`src/design/lsfl_pkg.sv`:
```
// Package: types, codes and constants of the linked stack block.
package lsfl_pkg;

    localparam int NODE_COUNT_DEF  = 8;
    localparam int VALUE_WIDTH_DEF = 32;

    localparam int OP_W   = 2;
    localparam int VAL_W  = 32;
    localparam int STAT_W = 2;
    localparam int CNT_W  = 4;
    localparam int CNT_SAT = 15;

    typedef enum logic [OP_W-1:0] {
        OP_PUSH     = 2'd0,
        OP_POP      = 2'd1,
        OP_DEL_DEEP = 2'd2,
        OP_DEL_ALL  = 2'd3
    } t_op;

    typedef enum logic [STAT_W-1:0] {
        ST_DONE    = 2'd0,
        ST_FULL    = 2'd1,
        ST_EMPTY   = 2'd2,
        ST_NOMATCH = 2'd3
    } t_status;

    typedef struct packed {
        t_status            status;
        logic [CNT_W-1:0]   removed_count;
        logic [VAL_W-1:0]   top_value;
        logic               is_empty;
        logic [CNT_W-1:0]   entry_count;
    } t_result;

    typedef struct packed {
        logic rd_en;
        logic wr_value_en;
        logic wr_link_en;
    } t_mem_ctl;

    function automatic logic [CNT_W-1:0] sat_count(input logic [31:0] v);
        logic [CNT_W-1:0] r;
        if (v > 32'(CNT_SAT)) begin
            r = CNT_W'(CNT_SAT);
        end else begin
            r = CNT_W'(v);
        end
        return r;
    endfunction

endpackage

```
`src/design/lsfl_if.sv`:
```
// Channel interfaces: command beats in, result beats out.
interface lsfl_in_if;
    logic                             valid;
    logic                             ready;
    logic [lsfl_pkg::OP_W-1:0]        operation;
    logic signed [lsfl_pkg::VAL_W-1:0] value;

    modport source (output valid, output operation, output value, input ready);
    modport sink   (input valid, input operation, input value, output ready);
endinterface

interface lsfl_out_if;
    logic                              valid;
    logic                              ready;
    logic [lsfl_pkg::STAT_W-1:0]       status;
    logic [lsfl_pkg::CNT_W-1:0]        removed_count;
    logic signed [lsfl_pkg::VAL_W-1:0] top_value;
    logic                              is_empty;
    logic [lsfl_pkg::CNT_W-1:0]        entry_count;

    modport source (output valid, output status, output removed_count, output top_value,
                    output is_empty, output entry_count, input ready);
    modport sink   (input valid, input status, input removed_count, input top_value,
                    input is_empty, input entry_count, output ready);
endinterface

```
`src/design/lsfl_store.sv`:
```
// Node store: value and link memories, one write and one registered read a cycle.
module lsfl_store #(
    parameter int NODE_COUNT  = lsfl_pkg::NODE_COUNT_DEF,
    parameter int VALUE_WIDTH = lsfl_pkg::VALUE_WIDTH_DEF
) (
    input  logic                               i_clk,
    input  lsfl_pkg::t_mem_ctl                 i_ctl,
    input  logic [$clog2(NODE_COUNT)-1:0]      i_rd_addr,
    input  logic [$clog2(NODE_COUNT)-1:0]      i_wr_addr,
    input  logic [VALUE_WIDTH-1:0]             i_wr_value,
    input  logic [$clog2(NODE_COUNT+1)-1:0]    i_wr_link,
    output logic [VALUE_WIDTH-1:0]             o_rd_value,
    output logic [$clog2(NODE_COUNT+1)-1:0]    o_rd_link
);
    localparam int LW = $clog2(NODE_COUNT + 1);

    logic [VALUE_WIDTH-1:0] r_values [NODE_COUNT];
    logic [LW-1:0]          r_links  [NODE_COUNT];
    logic [VALUE_WIDTH-1:0] r_rd_value;
    logic [LW-1:0]          r_rd_link;

    always_ff @(posedge i_clk) begin
        if (i_ctl.wr_value_en) begin
            r_values[i_wr_addr] <= i_wr_value;
        end
        if (i_ctl.wr_link_en) begin
            r_links[i_wr_addr] <= i_wr_link;
        end
    end

    // hold read data until the next read strobe
    always_ff @(posedge i_clk) begin
        if (i_ctl.rd_en) begin
            r_rd_value <= r_values[i_rd_addr];
            r_rd_link  <= r_links[i_rd_addr];
        end
    end

    assign o_rd_value = r_rd_value;
    assign o_rd_link  = r_rd_link;
endmodule

```
`src/design/lsfl_ctrl.sv`:
```
// Sequencer: walks the linked nodes with one shared compare and relinks them.
module lsfl_ctrl #(
    parameter int NODE_COUNT  = lsfl_pkg::NODE_COUNT_DEF,
    parameter int VALUE_WIDTH = lsfl_pkg::VALUE_WIDTH_DEF
) (
    input  logic                               i_clk,
    input  logic                               i_rst_n,
    lsfl_in_if.sink                            i_item,
    output lsfl_pkg::t_mem_ctl                 o_mem_ctl,
    output logic [$clog2(NODE_COUNT)-1:0]      o_rd_addr,
    output logic [$clog2(NODE_COUNT)-1:0]      o_wr_addr,
    output logic [VALUE_WIDTH-1:0]             o_wr_value,
    output logic [$clog2(NODE_COUNT+1)-1:0]    o_wr_link,
    input  logic [VALUE_WIDTH-1:0]             i_rd_value,
    input  logic [$clog2(NODE_COUNT+1)-1:0]    i_rd_link,
    output logic                               o_res_valid,
    output lsfl_pkg::t_result                  o_res,
    input  logic                               i_res_ready
);
    localparam int AW = $clog2(NODE_COUNT);
    localparam int LW = $clog2(NODE_COUNT + 1);
    localparam int VW = VALUE_WIDTH;
    localparam logic [LW-1:0] NULL_LINK = LW'(NODE_COUNT);

    typedef enum logic [8:0] {
        S_IDLE   = 9'b000000001,
        S_START  = 9'b000000010,
        S_PUSHRD = 9'b000000100,
        S_POP    = 9'b000001000,
        S_WALK   = 9'b000010000,
        S_FIX    = 9'b000100000,
        S_FREE   = 9'b001000000,
        S_TOPRD  = 9'b010000000,
        S_DONE   = 9'b100000000
    } t_state;

    t_state            r_state, n_state;
    lsfl_pkg::t_op     r_op, n_op;
    lsfl_pkg::t_status r_status, n_status;
    logic [VW-1:0]     r_val, n_val;
    logic [LW-1:0]     r_top, n_top;
    logic [LW-1:0]     r_free, n_free;
    logic [LW-1:0]     r_fresh, n_fresh;
    logic [LW-1:0]     r_held, n_held;
    logic [LW-1:0]     r_removed, n_removed;
    logic [LW-1:0]     r_steps, n_steps;
    logic [LW-1:0]     r_prev, n_prev;
    logic [LW-1:0]     r_cur, n_cur;
    logic [LW-1:0]     r_nxt, n_nxt;
    logic [LW-1:0]     r_hit, n_hit;
    logic [LW-1:0]     r_hit_prev, n_hit_prev;
    logic [LW-1:0]     r_hit_next, n_hit_next;

    logic              match;
    logic [LW-1:0]     steps_inc;
    logic              walk_more;
    logic              free_more;
    logic [LW-1:0]     fresh_next;
    logic [LW-1:0]     held_dec;

    always_ff @(posedge i_clk) begin
        if (!i_rst_n) begin
            r_state <= S_IDLE;
            r_top   <= NULL_LINK;
            r_free  <= LW'(NODE_COUNT - 1);
            r_fresh <= LW'(NODE_COUNT);
            r_held  <= '0;
        end else begin
            r_state <= n_state;
            r_top   <= n_top;
            r_free  <= n_free;
            r_fresh <= n_fresh;
            r_held  <= n_held;
        end
    end

    always_ff @(posedge i_clk) begin
        r_op       <= n_op;
        r_status   <= n_status;
        r_val      <= n_val;
        r_removed  <= n_removed;
        r_steps    <= n_steps;
        r_prev     <= n_prev;
        r_cur      <= n_cur;
        r_nxt      <= n_nxt;
        r_hit      <= n_hit;
        r_hit_prev <= n_hit_prev;
        r_hit_next <= n_hit_next;
    end

    assign match      = (i_rd_value == r_val);
    assign steps_inc  = r_steps + LW'(1);
    assign walk_more  = (i_rd_link < NULL_LINK) && (steps_inc < NULL_LINK);
    assign free_more  = (r_nxt < NULL_LINK) && (r_steps < NULL_LINK);
    assign fresh_next = (r_free == '0) ? NULL_LINK : r_free - LW'(1);
    assign held_dec   = (r_held != '0) ? r_held - LW'(1) : r_held;

    assign i_item.ready = (r_state == S_IDLE);
    assign o_res_valid  = (r_state == S_DONE);

    always_comb begin
        o_res.status        = r_status;
        o_res.removed_count = lsfl_pkg::sat_count(32'(r_removed));
        o_res.entry_count   = lsfl_pkg::sat_count(32'(r_held));
        o_res.is_empty      = (r_top == NULL_LINK);
        o_res.top_value     = (r_top == NULL_LINK) ? '0 : lsfl_pkg::VAL_W'(i_rd_value);
    end

    always_comb begin
        n_state    = r_state;
        n_op       = r_op;
        n_status   = r_status;
        n_val      = r_val;
        n_top      = r_top;
        n_free     = r_free;
        n_fresh    = r_fresh;
        n_held     = r_held;
        n_removed  = r_removed;
        n_steps    = r_steps;
        n_prev     = r_prev;
        n_cur      = r_cur;
        n_nxt      = r_nxt;
        n_hit      = r_hit;
        n_hit_prev = r_hit_prev;
        n_hit_next = r_hit_next;
        o_mem_ctl  = '0;
        o_rd_addr  = '0;
        o_wr_addr  = '0;
        o_wr_value = r_val;
        o_wr_link  = r_top;

        case (r_state)
            S_IDLE: begin
                if (i_item.valid) begin
                    n_op    = lsfl_pkg::t_op'(i_item.operation);
                    n_val   = VW'($unsigned(i_item.value));
                    n_state = S_START;
                end
            end
            S_START: begin
                n_removed = '0;
                n_status  = lsfl_pkg::ST_DONE;
                if (r_op == lsfl_pkg::OP_PUSH) begin
                    if (r_free == NULL_LINK) begin
                        n_status = lsfl_pkg::ST_FULL;
                        n_state  = S_TOPRD;
                    end else if (r_free < r_fresh) begin
                        // untouched node: its free link is implied
                        n_fresh               = r_free;
                        n_free                = fresh_next;
                        o_mem_ctl.wr_value_en = 1'b1;
                        o_mem_ctl.wr_link_en  = 1'b1;
                        o_wr_addr             = r_free[AW-1:0];
                        n_top                 = r_free;
                        n_held                = r_held + LW'(1);
                        n_state               = S_TOPRD;
                    end else begin
                        o_mem_ctl.rd_en = 1'b1;
                        o_rd_addr       = r_free[AW-1:0];
                        n_state         = S_PUSHRD;
                    end
                end else if (r_top == NULL_LINK) begin
                    n_status = lsfl_pkg::ST_EMPTY;
                    n_state  = S_TOPRD;
                end else if (r_op == lsfl_pkg::OP_POP) begin
                    o_mem_ctl.rd_en = 1'b1;
                    o_rd_addr       = r_top[AW-1:0];
                    n_state         = S_POP;
                end else begin
                    n_status        = lsfl_pkg::ST_NOMATCH;
                    n_prev          = NULL_LINK;
                    n_cur           = r_top;
                    n_hit           = NULL_LINK;
                    n_steps         = '0;
                    o_mem_ctl.rd_en = 1'b1;
                    o_rd_addr       = r_top[AW-1:0];
                    n_state         = S_WALK;
                end
            end
            S_PUSHRD: begin
                n_free                = i_rd_link;
                o_mem_ctl.wr_value_en = 1'b1;
                o_mem_ctl.wr_link_en  = 1'b1;
                o_wr_addr             = r_free[AW-1:0];
                n_top                 = r_free;
                n_held                = r_held + LW'(1);
                n_state               = S_TOPRD;
            end
            S_POP: begin
                n_top                = i_rd_link;
                o_mem_ctl.wr_link_en = 1'b1;
                o_wr_addr            = r_top[AW-1:0];
                o_wr_link            = r_free;
                n_free               = r_top;
                n_held               = held_dec;
                n_removed            = LW'(1);
                n_state              = S_TOPRD;
            end
            S_WALK: begin
                n_steps = steps_inc;
                n_nxt   = i_rd_link;
                if (r_op == lsfl_pkg::OP_DEL_DEEP) begin
                    // keep the last hit: it is the deepest one
                    if (match) begin
                        n_hit      = r_cur;
                        n_hit_prev = r_prev;
                        n_hit_next = i_rd_link;
                    end
                    n_prev = r_cur;
                    n_cur  = i_rd_link;
                    if (walk_more) begin
                        o_mem_ctl.rd_en = 1'b1;
                        o_rd_addr       = i_rd_link[AW-1:0];
                    end else begin
                        n_state = S_FIX;
                    end
                end else if (match) begin
                    // unlink here, return the node to the free list next cycle
                    if (r_prev != NULL_LINK) begin
                        o_mem_ctl.wr_link_en = 1'b1;
                        o_wr_addr            = r_prev[AW-1:0];
                        o_wr_link            = i_rd_link;
                    end else begin
                        n_top = i_rd_link;
                    end
                    n_state = S_FREE;
                end else begin
                    n_prev = r_cur;
                    n_cur  = i_rd_link;
                    if (walk_more) begin
                        o_mem_ctl.rd_en = 1'b1;
                        o_rd_addr       = i_rd_link[AW-1:0];
                    end else begin
                        n_state = S_TOPRD;
                    end
                end
            end
            S_FIX: begin
                if (r_hit == NULL_LINK) begin
                    n_state = S_TOPRD;
                end else begin
                    if (r_hit_prev != NULL_LINK) begin
                        o_mem_ctl.wr_link_en = 1'b1;
                        o_wr_addr            = r_hit_prev[AW-1:0];
                        o_wr_link            = r_hit_next;
                    end else begin
                        n_top = r_hit_next;
                    end
                    n_cur   = r_hit;
                    n_state = S_FREE;
                end
            end
            S_FREE: begin
                o_mem_ctl.wr_link_en = 1'b1;
                o_wr_addr            = r_cur[AW-1:0];
                o_wr_link            = r_free;
                n_free               = r_cur;
                n_held               = held_dec;
                n_removed            = r_removed + LW'(1);
                n_status             = lsfl_pkg::ST_DONE;
                if (r_op == lsfl_pkg::OP_DEL_DEEP) begin
                    n_state = S_TOPRD;
                end else begin
                    n_cur = r_nxt;
                    if (free_more) begin
                        o_mem_ctl.rd_en = 1'b1;
                        o_rd_addr       = r_nxt[AW-1:0];
                        n_state         = S_WALK;
                    end else begin
                        n_state = S_TOPRD;
                    end
                end
            end
            S_TOPRD: begin
                if (r_top != NULL_LINK) begin
                    o_mem_ctl.rd_en = 1'b1;
                    o_rd_addr       = r_top[AW-1:0];
                end
                n_state = S_DONE;
            end
            S_DONE: begin
                if (i_res_ready) begin
                    n_state = S_IDLE;
                end
            end
            default: begin
                n_state = S_IDLE;
            end
        endcase
    end
endmodule

```
`src/design/linked_stack_with_free_list_top.sv`:
```
// One item at a time: the next item is taken only after the result has moved into the
// output register. The node store's single read port sets the walk rate: one node per
// cycle, and each node freed by a delete adds a free step. Reset is synchronous, active
// low, and the block takes items on the next cycle: untouched nodes form the free tail,
// so no clearing pass.
module linked_stack_with_free_list_top #(
    parameter int NODE_COUNT  = lsfl_pkg::NODE_COUNT_DEF,
    parameter int VALUE_WIDTH = lsfl_pkg::VALUE_WIDTH_DEF
) (
    input  logic       i_clk,
    input  logic       i_rst_n,
    lsfl_in_if.sink    i_item,
    lsfl_out_if.source o_result
);
    localparam int AW = $clog2(NODE_COUNT);
    localparam int LW = $clog2(NODE_COUNT + 1);

    // memory request and read-back between sequencer and node store
    lsfl_pkg::t_mem_ctl     mem_ctl;
    logic [AW-1:0]          rd_addr;
    logic [AW-1:0]          wr_addr;
    logic [VALUE_WIDTH-1:0] wr_value;
    logic [LW-1:0]          wr_link;
    logic [VALUE_WIDTH-1:0] rd_value;
    logic [LW-1:0]          rd_link;

    // finished result from the sequencer
    logic                   res_valid;
    lsfl_pkg::t_result      res;
    logic                   slot_free;

    // output register: parts the sequencer from the result consumer
    logic                   r_out_valid;
    lsfl_pkg::t_result      r_out;

    lsfl_ctrl #(
        .NODE_COUNT  (NODE_COUNT),
        .VALUE_WIDTH (VALUE_WIDTH)
    ) u_ctrl (
        .i_clk       (i_clk),
        .i_rst_n     (i_rst_n),
        .i_item      (i_item),
        .o_mem_ctl   (mem_ctl),
        .o_rd_addr   (rd_addr),
        .o_wr_addr   (wr_addr),
        .o_wr_value  (wr_value),
        .o_wr_link   (wr_link),
        .i_rd_value  (rd_value),
        .i_rd_link   (rd_link),
        .o_res_valid (res_valid),
        .o_res       (res),
        .i_res_ready (slot_free)
    );

    lsfl_store #(
        .NODE_COUNT  (NODE_COUNT),
        .VALUE_WIDTH (VALUE_WIDTH)
    ) u_store (
        .i_clk      (i_clk),
        .i_ctl      (mem_ctl),
        .i_rd_addr  (rd_addr),
        .i_wr_addr  (wr_addr),
        .i_wr_value (wr_value),
        .i_wr_link  (wr_link),
        .o_rd_value (rd_value),
        .o_rd_link  (rd_link)
    );

    // the slot takes a new result when empty or when its beat leaves this cycle
    assign slot_free = !r_out_valid || o_result.ready;

    always_ff @(posedge i_clk) begin
        if (!i_rst_n) begin
            r_out_valid <= 1'b0;
        end else if (slot_free) begin
            r_out_valid <= res_valid;
        end
    end

    // hold the payload while the beat is stalled
    always_ff @(posedge i_clk) begin
        if (slot_free && res_valid) begin
            r_out <= res;
        end
    end

    assign o_result.valid         = r_out_valid;
    assign o_result.status        = r_out.status;
    assign o_result.removed_count = r_out.removed_count;
    assign o_result.top_value     = r_out.top_value;
    assign o_result.is_empty      = r_out.is_empty;
    assign o_result.entry_count   = r_out.entry_count;
endmodule

```
`src/flat_wrapper.sv`:
```
// flat-port wrapper written by rule: the top's interface ports become plain ports
module linked_stack_with_free_list_top_flat 
#(
    parameter int NODE_COUNT  = lsfl_pkg::NODE_COUNT_DEF,
    parameter int VALUE_WIDTH = lsfl_pkg::VALUE_WIDTH_DEF
)
  (i_clk, i_rst_n, i_item_valid, i_item_operation, i_item_value, i_item_ready, o_result_valid, o_result_status, o_result_removed_count, o_result_top_value, o_result_is_empty, o_result_entry_count, o_result_ready);
  lsfl_in_if i_item_i ();
  lsfl_out_if o_result_i ();
  input  logic i_clk;
  input  logic i_rst_n;
  input wire logic [$bits(i_item_i.valid)-1:0] i_item_valid;
  input wire logic [$bits(i_item_i.operation)-1:0] i_item_operation;
  input wire logic [$bits(i_item_i.value)-1:0] i_item_value;
  output wire logic [$bits(i_item_i.ready)-1:0] i_item_ready;
  output wire logic [$bits(o_result_i.valid)-1:0] o_result_valid;
  output wire logic [$bits(o_result_i.status)-1:0] o_result_status;
  output wire logic [$bits(o_result_i.removed_count)-1:0] o_result_removed_count;
  output wire logic [$bits(o_result_i.top_value)-1:0] o_result_top_value;
  output wire logic [$bits(o_result_i.is_empty)-1:0] o_result_is_empty;
  output wire logic [$bits(o_result_i.entry_count)-1:0] o_result_entry_count;
  input wire logic [$bits(o_result_i.ready)-1:0] o_result_ready;
  assign i_item_i.valid = i_item_valid;
  assign i_item_i.operation = i_item_operation;
  assign i_item_i.value = i_item_value;
  assign i_item_ready = i_item_i.ready;
  assign o_result_valid = o_result_i.valid;
  assign o_result_status = o_result_i.status;
  assign o_result_removed_count = o_result_i.removed_count;
  assign o_result_top_value = o_result_i.top_value;
  assign o_result_is_empty = o_result_i.is_empty;
  assign o_result_entry_count = o_result_i.entry_count;
  assign o_result_i.ready = o_result_ready;
  linked_stack_with_free_list_top #(.NODE_COUNT(NODE_COUNT), .VALUE_WIDTH(VALUE_WIDTH)) u_core (.i_clk(i_clk), .i_rst_n(i_rst_n), .i_item(i_item_i), .o_result(o_result_i));
endmodule
```
`config.mk`:
```
export PLATFORM = sky130hd
export DESIGN_NAME = linked_stack_with_free_list_top_flat
export DESIGN_NICKNAME = d
export VERILOG_FILES = /design/src/design/lsfl_pkg.sv /design/src/design/lsfl_if.sv /design/src/design/lsfl_store.sv /design/src/design/lsfl_ctrl.sv /design/src/design/linked_stack_with_free_list_top.sv /design/src/flat_wrapper.sv
export SDC_FILE = /design/constraint.sdc
export NUM_CORES = 1
export LEC_CHECK = 0
export BUFFER_PORTS_ARGS = -buffer_cell sky130_fd_sc_hd__buf_2
export CAP_MARGIN = 25
export CORE_MARGIN = 1.5
export CORE_UTILIZATION = 25
export CTS_BUF_LIST = sky130_fd_sc_hd__clkbuf_8
export DETAILED_ROUTE_END_ITERATION = 8
export HOLD_SLACK_MARGIN = 0.05
export SLEW_MARGIN = 20
export SYNTH_ARGS = -nofsm -noshare
export SYNTH_HDL_FRONTEND = slang
export SYNTH_SLANG_ARGS = --single-unit
```
`constraint.sdc`:
```
create_clock -name i_clk -period 6.8 [get_ports i_clk]
set_clock_uncertainty 0.05 [all_clocks]
set_input_delay 1.7 -clock i_clk [delete_from_list [all_inputs] [get_ports i_clk]]
set_output_delay 1.7 -clock i_clk [all_outputs]
set_load 0.02 [all_outputs]
```
==> key figures <==
Synth
  – Seq cells post-synth: 461
  – Yosys warnings: 0
  – Post-synth cell types: 61
  – Post-Syn Area per Cell: 15.0 um^2
  – Syn nets: 1308
  – Post-synthesis sequential area ratio: 71.6%
  – Leading register cell type out of synthesis: edfxtp_1
  – Mapped Area: 19000 um^2
  – Post-synthesis async set-or-reset flop share: 0%
  – Post-synth EDFFs: 435
  – Largest family of logic cells by synthesized area: simple AND/OR/NAND/NOR gates
  – Synth Instances: 1262
  – Mux share of post-synthesis cell area: 0.369%
  – Synth Area in Adders: 0.567%
  – Post-Synth XOR/XNOR Area: 1.80%
  – Complex-gate fraction of the synthesized area: 9.84%
  – Synth Area in Simple Gates: 13.4%

STA
  – Crit share post-route: 75.3%
  – Setup tns final: 0 ps
  – Tightest Pin Transition: 1020 ps
  – Unrepaired setup endpoints after global routing: false
  – Final setup viols: 0
  – Fmax: 195 MHz
  – Final Hold Fails: 0
  – Clock period minus worst slack: 5120 ps
  – Relative slew slack: 31.7%
  – Count of final max-slew check failures: 0

Detailed routing
  – DR vias: 12100
  – DR DRC count: 0
  – Starting DRT DRC Count: 1284
  – DR WL/cell: 21.5 um
  – Drt first pass iters: 9
  – DRT Wirelength: 51000 um
  – Vias per cell: 5.10
  – Detail Route Antenna Nets: 0

Final layout
  – Most frequent cells in the layout: 435 x edfxtp_1, 145 x a2111oi_0, 144 x nor3b_1
  – Fin nets: 1394
  – Finished Core Util: 29.2%
  – Diodes inserted: 0
  – Commonest non-fill, non-tap cell in the layout: edfxtp_1
  – Syn-to-layout area delta: 15.0%
  – Layout cells sized above 1: 16.0%

Clocking
  – Clock Sinks: 461
  – # H-tree levels: 3
  – Clock slew at the register clock pins of the worst setup and hold paths: 60 ps
  – CTS buffer count: 72
  – CTS resizes: 0
  – Worst-Skew Late Latency: 640 ps
  – Bufs on Longest Clock Path: 3
  – Root Buffer: clkbuf_8
  – CTS tree: yes
  – # Post-CTS Setup Buffers: 0
  – CTS Hold Bufs: 0

GRT
  – Vias in the first global route: 12100
  – Total GRT Usage: 12.9%
  – Initial antenna violation count: 0
  – Largest net degree at the start of global routing: 88
  – First-pass GRT wire length: 77000 um
  – GR Overflow Total: 0

Place
  – Gpl congestion: 0.884
  – IO buf count: 82
  – Detailed Place HPWL: 29000 um

Floorplan
  – Die X: 279 um
  – Row cnt: 100
  – Die area: 77600 um^2
  – I/O pins: 83
  – Die height: 279 um
  – Core area: 74800 um^2
  – Starting Density: 25.4%

Worst setup path
  – Crit start category: flip-flop
  – Setup CP Type: reg2reg
  – Reg2reg setup slack: 1680 ps
  – Critical Path RT: 7110 ps
  – Max FO, Critical Path: 76
  – Worst Setup End Kind: flip-flop
  – Worst EP arrival: 5420 ps

Status
  – Status: complete, no violations

Power and ir drop
  – Power Dens Cells: 249 nW/um^2
  – Maximum vdd drop: 114 uV
  – Leak: 6.77 nW

Job
  – MaxCap Viol Count: 0

Hold path
  – Worst min-delay path class: reg2reg
-- power breakdown --
part	internal, mW	switching (mW)	total (mW)
Clock	1.04	1.11	2.15
Sequential	3.13	0.0480	3.18
Combinational	0.0329	0.0688	0.102
-- routing by layer --
| metal | vias up | part of all wire, % | global-route usage (%) |
|---|---|---|---|
| li1 | 5323 | - | - |
| met1 | 6178 | 46 | 18.3 |
| met2 | 508 | 45 | 19.5 |
| met3 | 92 | 7.1 | 2.80 |
| met4 | 0 | 2.4 | 4.04 |
| met5 | - | 0 | 0 |
-- kinds of logic after synthesis --
group / after synthesis
DFF: 461
adders and majority gates: 8
and+or+nand+nor: 409
muxes: 7
buffers and inverters: 111
xor gates and xnor gates: 39
AOI/OAI and AO/OA: 227
-- through the flow --
step / power [mW] / cell area [um^2] / instances / setup WS, ps / hold WS [ps]
4_1_cts: 5.50 / 21800 / 2372 / 1770 / 380
5_1_grt: 5.63 / 21800 / 2373 / 1320 / 380
2_1_floorplan: 3.28 / 19000 / 1262 / 1880 / 350
6_report: 5.44 / 21800 / 2373 / 1680 / 376
3_5_place_dp: 3.35 / 20500 / 2242 / 1800 / 366
3_3_place_gp: 3.34 / 20500 / 2241 / 1910 / 351
-- state kept, by name (all words and copies together) (netlist names), 9 cells and up --
signal and count:
u_core.u_store.o_rd_value 32, u_core.u_ctrl.r_state 9, u_core.o_result.top_value 32, u_core.u_store.r_values 256, u_core.u_store.r_links 32, u_core.u_ctrl.o_wr_value 32
-- critical path, stage by stage (launching register included) --
cell and delay [ps]:
dfxtp_1 360, nor4_4 450, nand4_1 630, inv_2 470
nand3b_1 210, a311oi_4 320, buf_4 770, buf_4 770
nor3b_1 120, a2111oi_0 490, nor4_1 120
-- cells in the mapped netlist, types with 6 or more instances --
cell type  number  area, um^2
inv_1          12        45.0
buf_2          21         105
nor4_1         50         313
or3_1           6        37.5
a21oi_1        25         125
edfxtp_1      435       13100
nor2_1         52         195
dfxtp_1        26         521
nand4_1        11        68.8
o21ai_0         6        30.0
nor3b_1       144        1080
nand3_1        14        70.1
ha_1            7        87.6
a2111oi_0     145        1270
xor2_1         35         307
mux2i_1         7        70.1
and2_1          8        50.1
nor3_1         16        80.1
a22oi_1         7        52.6
nand2_1        37         139
clkbuf_1       68         255
nor2b_1        42         263
buf_4           7        52.6
-- final timing paths --
kind,start,to,cells after the start
worst max-delay path,u_core.u_ctrl.r_state[1],u_core.u_store.o_rd_value[19],10
worst min-delay path,u_core.u_ctrl.r_status[0],u_core.o_result.status[0],0
worst min register to register,u_core.u_ctrl.r_status[0],u_core.o_result.status[0],0
worst max register to register,u_core.u_ctrl.r_state[1],u_core.u_store.o_rd_value[19],10
-- layout make-up --
cell class	instances	area [um^2]
multi-input cells	690	5050
clock buffers	72	991
flip-flops and latches	461	13600
inverters	13	48.8
clock inverters	58	308
repair buffers	110	631
fillers	7519	53000
well taps	969	1210
(Power assumes the default switching activity.)
